### config.mk
export PLATFORM = sky130hd
export DESIGN_NAME = gbepc_ctrl
export DESIGN_NICKNAME = d
export VERILOG_FILES = /design/src/design/gbepc_pkg.sv /design/src/design/gbepc_ctrl.sv
export SDC_FILE = /design/constraint.sdc
export NUM_CORES = 1
export LEC_CHECK = 0
export ABC_CLOCK_PERIOD_IN_PS = 3200
export BUFFER_PORTS_ARGS = -buffer_cell sky130_fd_sc_hd__buf_2
export CAP_MARGIN = 20
export CORE_ASPECT_RATIO = 1.1
export CORE_UTILIZATION = 56
export DETAILED_ROUTE_END_ITERATION = 10
export GPL_TIMING_DRIVEN = 0
export PLACE_DENSITY = 0.83
export SETUP_SLACK_MARGIN = 0.1
export SLEW_MARGIN = 20
export SYNTH_ARGS = -nofsm -noshare
export SYNTH_HDL_FRONTEND = slang
export SYNTH_SLANG_ARGS = --single-unit
### constraint.sdc
create_clock -name clock -period 3.2 [get_ports clock]
set_input_delay 0.96 -clock clock [delete_from_list [all_inputs] [get_ports clock]]
set_output_delay 0.96 -clock clock [all_outputs]
set_load 0.02 [all_outputs]
### src/design/gbepc_pkg.sv
// ----------------------------------------------------------------------------
// gbepc_pkg
// Shared types, constants and modular helpers for the boundary-exit path
// counter: controller states, the per-cell command word and the modulus.
// ----------------------------------------------------------------------------
package gbepc_pkg;

   localparam int unsigned VAL_W = 30;
   localparam logic [VAL_W-1:0] EXIT_MODULUS = 30'd1000000007;

   typedef logic [VAL_W-1:0] value_type;

   typedef enum logic [1:0] {
      ST_IDLE,
      ST_LAYER,
      ST_DRAIN,
      ST_DONE
   } state_type;

   // One cell update handed from the controller to the datapath
   typedef struct packed {
      logic issue;
      logic first_layer;
      logic wr_bank;
      logic has_up;
      logic has_down;
      logic has_left;
      logic has_right;
      logic is_start;
      logic clear_total;
   } cell_cmd_type;

   // Both operands below the modulus: one compare and subtract suffices
   function automatic value_type add_mod(value_type a, value_type b);
      logic [VAL_W:0] sum;
      logic [VAL_W:0] diff;
      sum  = {1'b0, a} + {1'b0, b};
      diff = sum - {1'b0, EXIT_MODULUS};
      return (sum >= {1'b0, EXIT_MODULUS}) ? diff[VAL_W-1:0] : sum[VAL_W-1:0];
   endfunction

endpackage

### src/design/gbepc_ctrl.sv
// ----------------------------------------------------------------------------
// gbepc_ctrl
// Sequencer: captures a problem, walks every cell of every move layer in
// row-major order, drains the pipeline after each layer and strobes the result.
// ----------------------------------------------------------------------------
module gbepc_ctrl #(
   parameter  int MAX_SIDE  = 64,
   parameter  int MAX_MOVES = 64,
   localparam int CW        = (MAX_SIDE > 1) ? $clog2(MAX_SIDE) : 1
) (
   input  logic                     clock,
   input  logic                     reset,
   input  logic                     start,
   output logic                     busy,
   input  logic [6:0]               req_grid_rows,
   input  logic [6:0]               req_grid_cols,
   input  logic [6:0]               req_move_limit,
   input  logic [5:0]               req_start_row,
   input  logic [5:0]               req_start_col,
   output logic                     rsp_valid,
   output gbepc_pkg::cell_cmd_type  cmd,
   output logic [CW-1:0]            cell_row,
   output logic [CW-1:0]            cell_col,
   input  logic                     pipe_busy
);

   import gbepc_pkg::*;

   localparam int CNT_W = CW + 1;
   localparam int MV_W  = $clog2(MAX_MOVES + 1);

   state_type        state_ff, state_in;
   logic [CW-1:0]    row_ff, row_in, col_ff, col_in;
   logic [MV_W-1:0]  layer_ff, layer_in;
   logic [CNT_W-1:0] rows_ff, rows_in, cols_ff, cols_in;
   logic [MV_W-1:0]  moves_ff, moves_in;
   logic [CW-1:0]    srow_ff, srow_in, scol_ff, scol_in;

   logic [CNT_W-1:0] req_rows_c, req_cols_c;
   logic [MV_W-1:0]  req_moves_c;
   logic             accept, problem_ok, last_col, last_row;

   always_comb begin
      req_rows_c  = (32'(req_grid_rows) > MAX_SIDE) ? CNT_W'(MAX_SIDE)
                                                    : CNT_W'(req_grid_rows);
      req_cols_c  = (32'(req_grid_cols) > MAX_SIDE) ? CNT_W'(MAX_SIDE)
                                                    : CNT_W'(req_grid_cols);
      req_moves_c = (32'(req_move_limit) > MAX_MOVES) ? MV_W'(MAX_MOVES)
                                                      : MV_W'(req_move_limit);
      problem_ok  = (req_rows_c != '0) && (req_cols_c != '0) && (req_moves_c != '0)
                 && (32'(req_start_row) < 32'(req_rows_c))
                 && (32'(req_start_col) < 32'(req_cols_c));

      accept   = start && (state_ff == ST_IDLE);
      last_col = ({1'b0, col_ff} + CNT_W'(1)) == cols_ff;
      last_row = ({1'b0, row_ff} + CNT_W'(1)) == rows_ff;

      cmd             = '0;
      cmd.issue       = (state_ff == ST_LAYER);
      cmd.first_layer = (layer_ff == MV_W'(1));
      cmd.wr_bank     = layer_ff[0];
      cmd.has_up      = (row_ff != '0);
      cmd.has_down    = !last_row;
      cmd.has_left    = (col_ff != '0);
      cmd.has_right   = !last_col;
      cmd.is_start    = (row_ff == srow_ff) && (col_ff == scol_ff);
      cmd.clear_total = accept;

      state_in = state_ff;
      row_in   = row_ff;
      col_in   = col_ff;
      layer_in = layer_ff;
      rows_in  = rows_ff;
      cols_in  = cols_ff;
      moves_in = moves_ff;
      srow_in  = srow_ff;
      scol_in  = scol_ff;

      case (state_ff)
         ST_IDLE: begin
            if (accept) begin
               rows_in  = req_rows_c;
               cols_in  = req_cols_c;
               moves_in = req_moves_c;
               srow_in  = CW'(req_start_row);
               scol_in  = CW'(req_start_col);
               row_in   = '0;
               col_in   = '0;
               layer_in = MV_W'(1);
               state_in = problem_ok ? ST_LAYER : ST_DONE;
            end
         end
         ST_LAYER: begin
            // Advance row-major; leave the layer after its last cell
            if (last_col) begin
               col_in = '0;
               if (last_row) begin
                  row_in   = '0;
                  state_in = ST_DRAIN;
               end else begin
                  row_in = row_ff + CW'(1);
               end
            end else begin
               col_in = col_ff + CW'(1);
            end
         end
         ST_DRAIN: begin
            // Hold until the last write of this layer has landed
            if (!pipe_busy) begin
               if (layer_ff == moves_ff) begin
                  state_in = ST_DONE;
               end else begin
                  layer_in = layer_ff + MV_W'(1);
                  state_in = ST_LAYER;
               end
            end
         end
         ST_DONE: begin
            state_in = ST_IDLE;
         end
         default: begin
            state_in = ST_IDLE;
         end
      endcase
   end

   always_ff @(posedge clock) begin
      if (reset) begin
         state_ff <= ST_IDLE;
         row_ff   <= '0;
         col_ff   <= '0;
         layer_ff <= '0;
      end else begin
         state_ff <= state_in;
         row_ff   <= row_in;
         col_ff   <= col_in;
         layer_ff <= layer_in;
      end
   end

   always_ff @(posedge clock) begin
      rows_ff  <= rows_in;
      cols_ff  <= cols_in;
      moves_ff <= moves_in;
      srow_ff  <= srow_in;
      scol_ff  <= scol_in;
   end

   assign busy      = (state_ff != ST_IDLE);
   assign rsp_valid = (state_ff == ST_DONE);
   assign cell_row  = row_ff;
   assign cell_col  = col_ff;

endmodule

### Word level (Yosys, flattened, before mapping)

Index checks and enable logic that the tools add are counted.

| cells by class | value |
|---|---|
| $lt $le $gt $ge | 5 |
| equality and inequality tests | 14 |
| reduce and logical (&&, ||, !) cells | 22 |
| multiplexer cells | 20 |
| add/subtract/negate cells | 5 |

Operators with widths:

| kind | number |
|---|---|
| $mux W7 | 6 |
| $mux W6 | 4 |
| $pmux W6 S2 | 2 |
| $eq A7 B7 Y1 | 3 |
| $gt A7 B7 Y1 const B | 3 |
| $reduce_bool A7 Y1 | 3 |
| $add A6 B1 Y7 const B | 2 |
| $lt A6 B7 Y1 | 2 |
| $pmux W7 S2 | 1 |
| $add A6 B1 Y6 const B | 2 |
| $eq A6 B6 Y1 | 2 |
| $mux W2 | 6 |
| $reduce_bool A6 Y1 | 2 |
| $pmux W2 S4 | 1 |
| $reduce_and A4 Y1 | 2 |
| $add A7 B1 Y7 const B | 1 |
| $eq A7 B1 Y1 const B | 1 |
| $logic_and A1 B1 Y1 | 6 |
| $ne A2 B2 Y1 const B | 3 |
| $reduce_bool A2 Y1 | 3 |
| $eq A2 B2 Y1 const B | 2 |
| $ne A2 B1 Y1 const B | 2 |
| $reduce_and A2 Y1 | 2 |
| $reduce_and A3 Y1 | 1 |
| other kinds (3) | 4 |

| storage, ports and cells | value |
|---|---|
| word-level logic and storage cells | 75 |
| output and inout port bits | 23 |
| register bits | 54 |
| input port bits | 37 |

### Longest topological paths before layout

Gate-level depths: netlist of run 1.

| depth | value |
|---|---|
| depth in word-level cells | 10 |
| depth in mapped cells | 10 |
| depth with buffers taken out | 9 |

### Worst setup path after synthesis of run 1

Ideal clock, no wire load.

| timing | value |
|---|---|
| kind | input -> output |
| from | input start |
| to | output cmd[0] in the netlist's numbering |
| data required time | 2.240 ns |
| buffers on the path | 1 |
| path slack | 0.150 ns |
| stages on the path | 2 |
| data arrival time | 2.090 ns |
| cell sequence | and2_1 > buf_4 |

RTL lines:

| item | line | RTL |
|---|---|---|
| from (decl) | gbepc_ctrl.sv:13 | `input logic start,` |
| to (decl) | gbepc_ctrl.sv:21 | `output gbepc_pkg::cell_cmd_type cmd,` |

==> results.md, run 1 <==
* Status: finished clean
* Critical path peak fanout at 7
* Seq pwr share at 53.7%
* Sw Share at 30.15%
* Port-buffer cells at 58
* Initial antenna violation count at 0
* Syn-to-layout area delta at 17.78%
* I/O Pins at 60
* Slew headroom at 55.64%
* Post-DP HPWL at 5013 um
* Starting density of the core at 58.97%
* Clock period minus worst slack at 3.089 ns
* Die Wd at 74.34 um
* Internal cell power at 0.001109 W
* CP Class: reg -> out
* Period utilisation layout at 96.52%
* First-pass GRT wire length at 11,050 um
* Vias at 2,641
* Clock skew at 0.009298 ns
* # diodes at 0
* Avg Synthesized Cell Area at 10.07 sq um
* Lkg Pwr at 1.599 nW
* Fillcell total at 429
* Non-Filler Instances at 469
* Htree depth at 2
* Startpoint Class: flop
* Max-cap viol count at 0
* Largest net degree at the start of global routing at 36
* Peak Freq at 323.8 MHz
* #FFs+latches synth at 54
* Post-Place Cells at 453
* Netlist Area Pre-Place at 0.003223 sq mm
* Ys flop type: edfxtp_1
* Post-route ant nets at 0
* Final setup violation count at 0
* DR pass1 iterations at 4
* GRT Overall Usage at 24.10%
* Cells after Synth at 320
* Final Instance Area at 0.003796 sq mm
* Post-synth top area share at 30.75%
* WL final at 6884 um
* First DRT Iteration DRCs at 252
* Final hold vios at 0
* CTS tree: built
* Worst-Skew Late Latency at 0.31 ns
* CTS sink count at 54
* Asr flop ratio synth at 0%
* Commonest non-fill, non-tap cell in the layout: buf_2
* Post-Syn Nets at 373
* Worst slew pin tran at 0.6603 ns
* HP Class: reg -> reg
* GR Overflow Total at 0
* Placed Instance Area at 0.003608 sq mm
* Clock power frac at 24.1%
* PD cells at 418.2 mW/mm^2
* Most frequent cells in the layout: buf_2 (61), edfxtp_1 (33), inv_1 (20)
* Dominant cells by area after synthesis: edfxtp_1 (31%), dfxtp_1 (13%), ha_1 (6.2%), xor2_1 (4.9%), xnor2_1 (4.3%)
* Core Footprint at 0.005465 sq mm
* Drt drc at 0
* Nets at 446
* Hold_buf cts at 0
* Worst Path Required at 2.24 ns
* Final Max Tran Viols at 0
* CTS clock-pin slew for the worst setup and hold paths at 0.09 ns
* Max VDD drop at 0.0002457 V
* Routed length per instance at 14.68 um
* Crit path capture type: primary output
* CTS Buf Count at 5
* Gate power share at 22.1%
* Die Y at 81.57 um
* Sequential element share of the synthesized area at 43.79%
* Critical Path AT at 2.13 ns
* Clk root buf: clkbuf_8
* GP Congestion at 0.8755
* Reg2Reg Setup Slack at 0.87 ns
* Full die area at 0.006063 sq mm
* Number of global-route vias before repair at 2,441
* Switch Pwr at 0.0004786 W
* Row cnt at 28
* Yosys top cell by area: edfxtp_1
* Post-synth EDFFs at 33
* Max clock buf depth at 2
* RSZ-0062 raised after global routing: false
* Layout cells sized above 1 at 26.90%
* Yosys warnings at 0
* Unique masters post-synth at 59
* Vias per Instance at 5.631
[flip-flops by register name, indices dropped and copies added (netlist names)]
name      flops
layer_ff      7
cell_col      6
cell_row      6
cols_ff       7
moves_ff      7
state_ff      2
rows_ff       7
scol_ff       6
srow_ff       6
[power groups by stage]
stage	Combinational, W	Sequential, W	Clock [W]
floorplan	0.000229	0.000860	0
global placement	0.000316	0.000868	0
detailed placement	0.000327	0.000870	0
CTS	0.000346	0.000853	0.000388
global route	0.000389	0.000860	0.000408
finish	0.000352	0.000853	0.000383
[final timing paths]
check,start,to,cells after the start
worst min register to register,cell_col[1],cell_col[1],2
worst max-delay path,cell_row[1],cmd[4],6
worst min-delay path,cell_col[1],cell_col[1],2
worst max register to register,cell_col[0],cell_row[2],8
[cell families after synthesis]
family          count (synthesis)  synth area share, %
compound gates                 55                12.65
simple gates                  115                19.91
buf+inv                        41                6.211
fa+ha+maj                      16                6.211
flops                          54                43.79
mux                             4                1.281
xor+xnor                       35                9.938
[per-stage QoR]
stage | setup TNS, ns | hold slack [ns] | total power [W] | setup slack (ns) | utilization (%)
after global routing | 0 | 0.6058 | 0.001657 | 0.09899 | 69.46
final | 0 | 0.5699 | 0.001587 | 0.1115 | 69.46
after detailed placement | -0.09198 | 0.5567 | 0.001197 | -0.09198 | 66.03
after floorplan | 0 | 0.5113 | 0.001089 | 0.1496 | -
after CTS | 0 | 0.5635 | 0.001586 | 0.1049 | 69.30
after global placement | -0.4509 | 0.5503 | 0.001185 | -0.3111 | 66.00
[final cells by class]
cell class                      count  area, sq um  share of cell area (%)
Multi-Input combinational cell    225         1638                   43.14
Sequential cell                    54         1420                   37.41
Timing Repair Buffer               67        364.1                   9.591
Buffer                             18        106.4                   2.802
Tap cell                           75        93.84                   2.472
Inverter                           22        85.08                   2.241
Clock buffer                        5        68.82                   1.813
Clock inverter                      3        20.02                  0.5274
[what timing repair did]
action	CTS	global route
pin swaps	5	4
buffers inserted	7	2
gates resized for setup	12	4
setup endpoints to repair	2	3
[cell usage after synthesis, types with 4 or more instances]
| cell type | n |
|---|---|
| nand2b_1 | 16 |
| xnor2_1 | 16 |
| dfxtp_1 | 21 |
| buf_4 | 4 |
| nor3_1 | 6 |
| a31oi_1 | 7 |
| nand2_1 | 17 |
| nor2_1 | 18 |
| nor4_1 | 4 |
| edfxtp_1 | 33 |
| nor2b_1 | 13 |
| clkbuf_1 | 6 |
| buf_2 | 4 |
| a21oi_1 | 11 |
| nand4_1 | 9 |
| o21ai_0 | 7 |
| a22o_1 | 4 |
| inv_1 | 21 |
| nand3_1 | 14 |
| xor2_1 | 18 |
| ha_1 | 16 |
[per-layer routing]
layer	up-vias	wire (um)	GRT usage, %
met2	102	3359	40.55
met3	23	378	3.436
met4	0	182	10.57
met1	1233	2964	30.85
met5	-	0	0
li1	1283	-	-
[worst max-delay path, stage by stage, from the launching register on]
cell and delay (ns):
dfxtp_2 0.38, ha_2 0.23, and3_4 0.21, a31o_2 0.26, a2111oi_4 0.40, nand3_2 0.15
buf_2 0.19
Note: power is estimated with default switching activity, not from simulation.
==> inputs of run 2 (changes only) <==
- MAX_ROUTING_LAYER: unset -> met4
==> results.md, run 2 (synthesis gave the netlist of run 1 again) <==
* Htree depth at 2 (unchanged)
* Worst slew pin tran at 0.6625 ns (+0.002142 ns)
* HP Start: cell_col[1]
* Hold_buf cts at 0 (unchanged)
* Final setup violation count at 0 (unchanged)
* Syn-to-layout area delta at 17.78% (unchanged)
* Die Wd at 74.34 um (unchanged)
* Largest net degree at the start of global routing at 36 (unchanged)
* Clock skew at 0.008921 ns (-0.0003770 ns)
* Commonest non-fill, non-tap cell in the layout: buf_2
* Routed length per instance at 14.66 um (-0.10%)
* Clk root buf: clkbuf_8
* Worst Path Required at 2.24 ns (about the same)
* CTS clock-pin slew for the worst setup and hold paths at 0.09 ns (about the same)
* Crit path capture type: primary output
* First DRT Iteration DRCs at 245 (-2.8%)
* Number of global-route vias before repair at 2,442 (+0.041%)
* Final WS setup at 0.1215 ns (+0.01000 ns)
* GR Overflow Total at 0 (unchanged)
* Reg2Reg Launch Point: cell_col[0]
* Startpoint Class: flop
* Final hold vios at 0 (unchanged)
* WHS Endpoint: cell_col[1]
* GRT Overall Usage at 24.80% (+0.70 points)
* Full die area at 0.006063 sq mm (unchanged)
* CTS tree: built
* # diodes at 0 (unchanged)
* Die Y at 81.57 um (unchanged)
* Final setup TNS at 0 ns (unchanged)
* Most frequent cells in the layout: buf_2 (61), edfxtp_1 (33), inv_1 (20)
* Vias per Instance at 5.603 (-0.49%)
* HP Class: reg -> reg
* Row cnt at 28 (unchanged)
* CP startpoint: cell_row[1]
* Core Footprint at 0.005465 sq mm (unchanged)
* DR pass1 iterations at 4 (unchanged)
* Slew headroom at 55.50% (-0.14 points)
* Max clock buf depth at 2 (unchanged)
* Reg2reg path depth at 8 (unchanged)
* Max-cap viol count at 0 (unchanged)
* Critical Path AT at 2.12 ns (about the same)
* Nets at 446 (unchanged)
* Core Util, Final at 69.46% (unchanged)
* Post-DP HPWL at 5013 um (unchanged)
* Drt drc at 0 (unchanged)
* Critical path peak fanout at 7 (unchanged)
* Post-route ant nets at 0 (unchanged)
* Layout cells sized above 1 at 26.90% (unchanged)
* CTS Buf Count at 5 (unchanged)
* WL final at 6877 um (-0.10%)
* Sequential Area at 0.001420 sq mm (unchanged)
* Pre-CTS WS at -0.09198 ns (unchanged)
* CP Class: reg -> out
* Lkg Pwr at 1.599 nW (unchanged)
* I/O Pins at 60 (unchanged)
* Vias at 2,628 (-0.49%)
* PD cells at 418.4 mW/mm^2 (about the same)
* Fin Hold WS at 0.5680 ns (-0.001888 ns)
* Reg2Reg Setup Slack at 0.87 ns (about the same)
* Period utilisation layout at 96.20% (-0.31 points)
* Worst-Skew Late Latency at 0.31 ns (about the same)
* R2r endpoint: cell_row[2]
* Starting density of the core at 58.97% (unchanged)
* GP Congestion at 0.8899 (+1.6%)
* Port-buffer cells at 58 (unchanged)
* Hold Path Cell Cnt at 2 (unchanged)
* Max VDD drop at 0.0002457 V (about the same)
* Initial antenna violation count at 0 (unchanged)
* RSZ-0062 raised after global routing: false
* Status: finished clean
* Peak Freq at 324.8 MHz (+0.32%)
* First-pass GRT wire length at 11,040 um (about the same)
* Fillcell total at 429 (unchanged)
* Clock period minus worst slack at 3.079 ns (-0.01000 ns)
* Final Max Tran Viols at 0 (unchanged)
* Area of the multi-input gates at 0.001638 sq mm (unchanged)
* CTS sink count at 54 (unchanged)
## run 2: how the worst max path moves through the flow
| stage | slack [ns] | cells past startpoint | end |
|---|---|---|---|
| detailed placement | -0.09 | 9 | cmd[2] |
| global route | 0.1 | 6 | cmd[4] |
| finish | 0.12 | 6 | cmd[4] |
| global placement | -0.31 | 4 | cmd[0] |
| CTS | 0.10 | 6 | cmd[4] |
| floorplan | 0.15 | 2 | cmd[0] |
## run 2: through the flow
step	power, W	cell area [sq um]	cells
floorplan	0.001089	3223	320
detailed placement	0.001197	3608	453
global route	0.001657	3796	469
CTS	0.001586	3787	468
finish	0.001588	3796	469
global placement	0.001185	3607	453
## run 2: layer usage
layer	up-vias	global-route usage (%)	routed length, um
li1	1284	-	-
met1	1233	30.85	3028
met2	87	40.55	3321
met3	24	3.436	312
met4	0	10.57	214
met5	-	-	0
## run 2: repair_timing
item,CTS,global route
setup endpoints to repair,2,3
gates resized for setup,12,4
pin swaps,5,4
buffers inserted,7,2
## run 2: power by group
part	total [W]	internal, W	switching [W]	leakage [nW]
Sequential	0.000853	0.000808	0.0000450	0.488
Combinational	0.000352	0.000146	0.000206	1.07
Clock	0.000383	0.000155	0.000228	0.0422
Total	0.00159	0.00111	0.000479	1.60
## run 2: final cells by class
cell class / count / area share [%]
Multi-Input combinational cell: 225 / 43.14
Clock inverter: 3 / 0.5274
Inverter: 22 / 2.241
Clock buffer: 5 / 1.813
Buffer: 18 / 2.802
Sequential cell: 54 / 37.41
Tap cell: 75 / 2.472
Timing Repair Buffer: 67 / 9.591
## run 2: critical path, cell delays in order, from the launching register on
cell and delay, ns:
dfxtp_2 0.38, ha_2 0.23, and3_4 0.20, a31o_2 0.27, a2111oi_4 0.40, nand3_2 0.15
buf_2 0.19
==> inputs of run 3 (changes only) <==
- ABC_AREA: unset -> 1
==> results.md, run 3 <==
* Most frequent cells in the layout: nand2_1 (100), inv_1 (74), buf_2 (64)
* Unique masters post-synth at 30 (-49%)
* Seq pwr share at 44.9% (-8.8 points)
* I/O Pins at 60 (unchanged)
* Largest stage delay on the critical path at 0.38 ns (-0.02 ns)
* GRT Overall Usage at 23.95% (-0.86 points)
* Startpoint Class: flop
* Htree depth at 2 (unchanged)
* Fin Hold WS at 0.5467 ns (-0.02129 ns)
* WL final at 6450 um (-6.2%)
* Port-buffer cells at 59 (+1.7%)
* Critical path, cell by cell: buf_4, inv_2, ha_1, inv_1, nand2_1, nand2_1, nor2_1, nand3_1, nor2_2, nand3_4, buf_2
* Internal cell power at 0.001335 W (+20%)
* Crit path capture type: primary output
* Critical path peak fanout at 8 (+1)
* Largest net degree at the start of global routing at 19 (-47%)
* CTS sink count at 54 (unchanged)
* WHS Endpoint: state_ff[0]
* First DRT Iteration DRCs at 144 (-41%)
* Core Util, Final at 69.11% (-0.35 points)
* Most frequent CP cell: nand2_1
* Worst slew pin tran at 0.8794 ns (+0.2169 ns)
* DR pass1 iterations at 5 (+1)
* Clk root buf: clkbuf_8
* Postcts setup bufs at 0 (-7)
* Reg2Reg Launch Point: cell_col[0]
* Post-synth EDFFs at 33 (unchanged)
* Max-cap viol count at 0 (unchanged)
* Post-route ant nets at 0 (unchanged)
* Layout cells sized above 1 at 19.96% (-6.9 points)
* GP Congestion at 0.9183 (+3.2%)
* Commonest non-fill, non-tap cell in the layout: nand2_1
* Final Max Tran Viols at 0 (unchanged)
* Cells after Synth at 428 (+34%)
* Worst Path Required at 2.24 ns (about the same)
* Period utilisation layout at 92.23% (-4.0 points)
* Max clock buf depth at 2 (unchanged)
* Full die area at 0.006176 sq mm (+1.9%)
* CTS Buf Count at 5 (unchanged)
* Crit-path slowest cell: dfxtp_1
* Top Metal Used: met4
* Nets at 548 (+23%)
* Routed length per instance at 11.30 um (-23%)
* Drt drc at 0 (unchanged)
* Sw Share at 35.53% (+5.4 points)
* Avg Synthesized Cell Area at 7.674 sq um (-24%)
* Met2 wire length at 3267 um (-1.6%)
* Reg2Reg Setup Slack at 1.03 ns (+0.16 ns)
* Die Y at 82.32 um (+0.93%)
* # diodes at 0 (unchanged)
* HP Class: reg -> reg
* Yosys top cell by area: edfxtp_1
* Ys flop type: edfxtp_1
* Lkg Pwr at 1.852 nW (+16%)
* Hold_buf cts at 0 (unchanged)
* Switch Pwr at 0.0007356 W (+53%)
* Die Wd at 75.02 um (+0.92%)
* Clock skew at 0.006700 ns (-0.002220 ns)
* RSZ-0062 raised after global routing: false
* Status: finished clean
* Starting density of the core at 59.71% (+0.74 points)
* Post-Syn Nets at 481 (+29%)
* Hold Path Cell Cnt at 3 (+1)
* CTS tree: built
* Final setup TNS at 0 ns (unchanged)
* Syn-to-layout area delta at 15.73%
* CTS clock-pin slew for the worst setup and hold paths at 0.09 ns (about the same)
* Gate power share at 32.8% (+11 points)
* Top post-synthesis cells by count: nand2_1 (100), inv_1 (74), nor2_1 (41)
* Clock period minus worst slack at 2.951 ns (-0.1271 ns)
* Final setup violation count at 0 (unchanged)
* PD cells at 544.7 mW/mm^2 (+30%)
* Clock power frac at 22.3% (-1.8 points)
* Metal3 WL at 301 um (-3.5%)
* Reg2reg path depth at 16 (+8)
* Core Footprint at 0.005500 sq mm (+0.64%)
* Yosys warnings at 0 (unchanged)
* #FFs+latches synth at 54 (unchanged)
* CP Class: reg -> out
* DRT met1 WL at 2831 um (-6.5%)
* Vias at 2,845 (+8.3%)
* Count leader, synth: nand2_1
* First-pass GRT wire length at 10,760 um (-2.6%)
* Post-synth top area share at 30.17% (-0.57 points)
* Dominant cells by area after synthesis: edfxtp_1 (30%), dfxtp_1 (13%), nand2_1 (11%), inv_1 (8.5%), ha_1 (6.1%)
* Row cnt at 28 (unchanged)
* Initial antenna violation count at 0 (unchanged)
* Fillcell total at 470 (+9.6%)
* Asr flop ratio synth at 0% (unchanged)
* Post-DP HPWL at 5012 um (about the same)
* R2r endpoint: cell_row[5]
* HP Start: state_ff[0]
* Worst-Skew Late Latency at 0.30 ns (about the same)
* Sequential element share of the synthesized area at 42.97% (-0.82 points)
* Netlist Area Pre-Place at 0.003284 sq mm (+1.9%)
* Vias per Instance at 4.982 (-11%)
* Critical Path AT at 1.99 ns (-0.13 ns)
* Number of global-route vias before repair at 2,514 (+2.9%)
* GR Overflow Total at 0 (unchanged)
* Max VDD drop at 0.0003268 V (+33%)
* Final hold vios at 0 (unchanged)
* Slew headroom at 41.31% (-14 points)
* Peak Freq at 338.8 MHz (+4.3%)
run 3: cells by family (layout without fill, tap and decap cells):
kind of cell / count (synthesis) / in the layout / synth area share (%)
buf+inv: 96 / 163 / 11.96
compound gates: 34 / 34 / 5.410
xor+xnor: 21 / 21 / 5.600
flops: 54 / 54 / 42.97
fa+ha+maj: 16 / 16 / 6.095
simple gates: 207 / 208 / 27.96
run 3: worst max-delay path by stage:
stage | from | to
floorplan | start | cmd[0]
CTS | cell_row[0] | cmd[4]
finish | cell_col[0] | cmd[2]
global route | cell_col[1] | cmd[2]
detailed placement | start | cmd[0]
global placement | start | cmd[0]
run 3: worst max-delay path: cells and delay by family (launching register included):
kind | cells | cell delay, ns
DFF | 1 | 0.38
buffers and inverters | 4 | 0.48
adders and majority gates | 1 | 0.33
and+or+nand+nor | 6 | 0.52
run 3: stage by stage:
step                area (sq um)  cells  setup slack (ns)  total power [W]
floorplan                   3292    428            0.4038         0.001428
global placement            3681    562           0.02357         0.001597
detailed placement          3681    562           0.03049         0.001617
CTS                         3800    571            0.2094         0.002076
global route                3801    571            0.1171         0.002208
finish                      3801    571            0.2486         0.002070
run 3: power by group through the flow:
stage | logic (W) | registers (W) | clock network [W]
2_1_floorplan | 0.000476 | 0.000952 | 0
3_3_place_gp | 0.000659 | 0.000939 | 0
3_5_place_dp | 0.000673 | 0.000943 | 0
4_1_cts | 0.000683 | 0.000927 | 0.000466
5_1_grt | 0.000771 | 0.000941 | 0.000496
6_report | 0.000680 | 0.000929 | 0.000461
run 3: metal layers:
metal	vias to the layer above	track usage, %
li1	1492	-
met1	1275	27.76
met2	74	42.16
met3	4	4.733
met4	0	6.415
met5	-	-
run 3: area by class of cell:
class	count	area [sq um]	share of cell area, %
multi-input cells	279	1494	39.30
flip-flops and latches	54	1413	37.16
inverters	81	304.0	7.999
repair buffers	59	295.3	7.768
well taps	75	93.84	2.469
plain buffers	15	88.84	2.337
clock buffers	5	68.82	1.810
clock inverters	3	43.79	1.152
run 3: repair_timing:
action | in CTS | in global routing
gates cloned | 1 | 0
pin swaps | 1 | 0
setup endpoints to repair | 1 | 1
resized for setup | 0 | 1
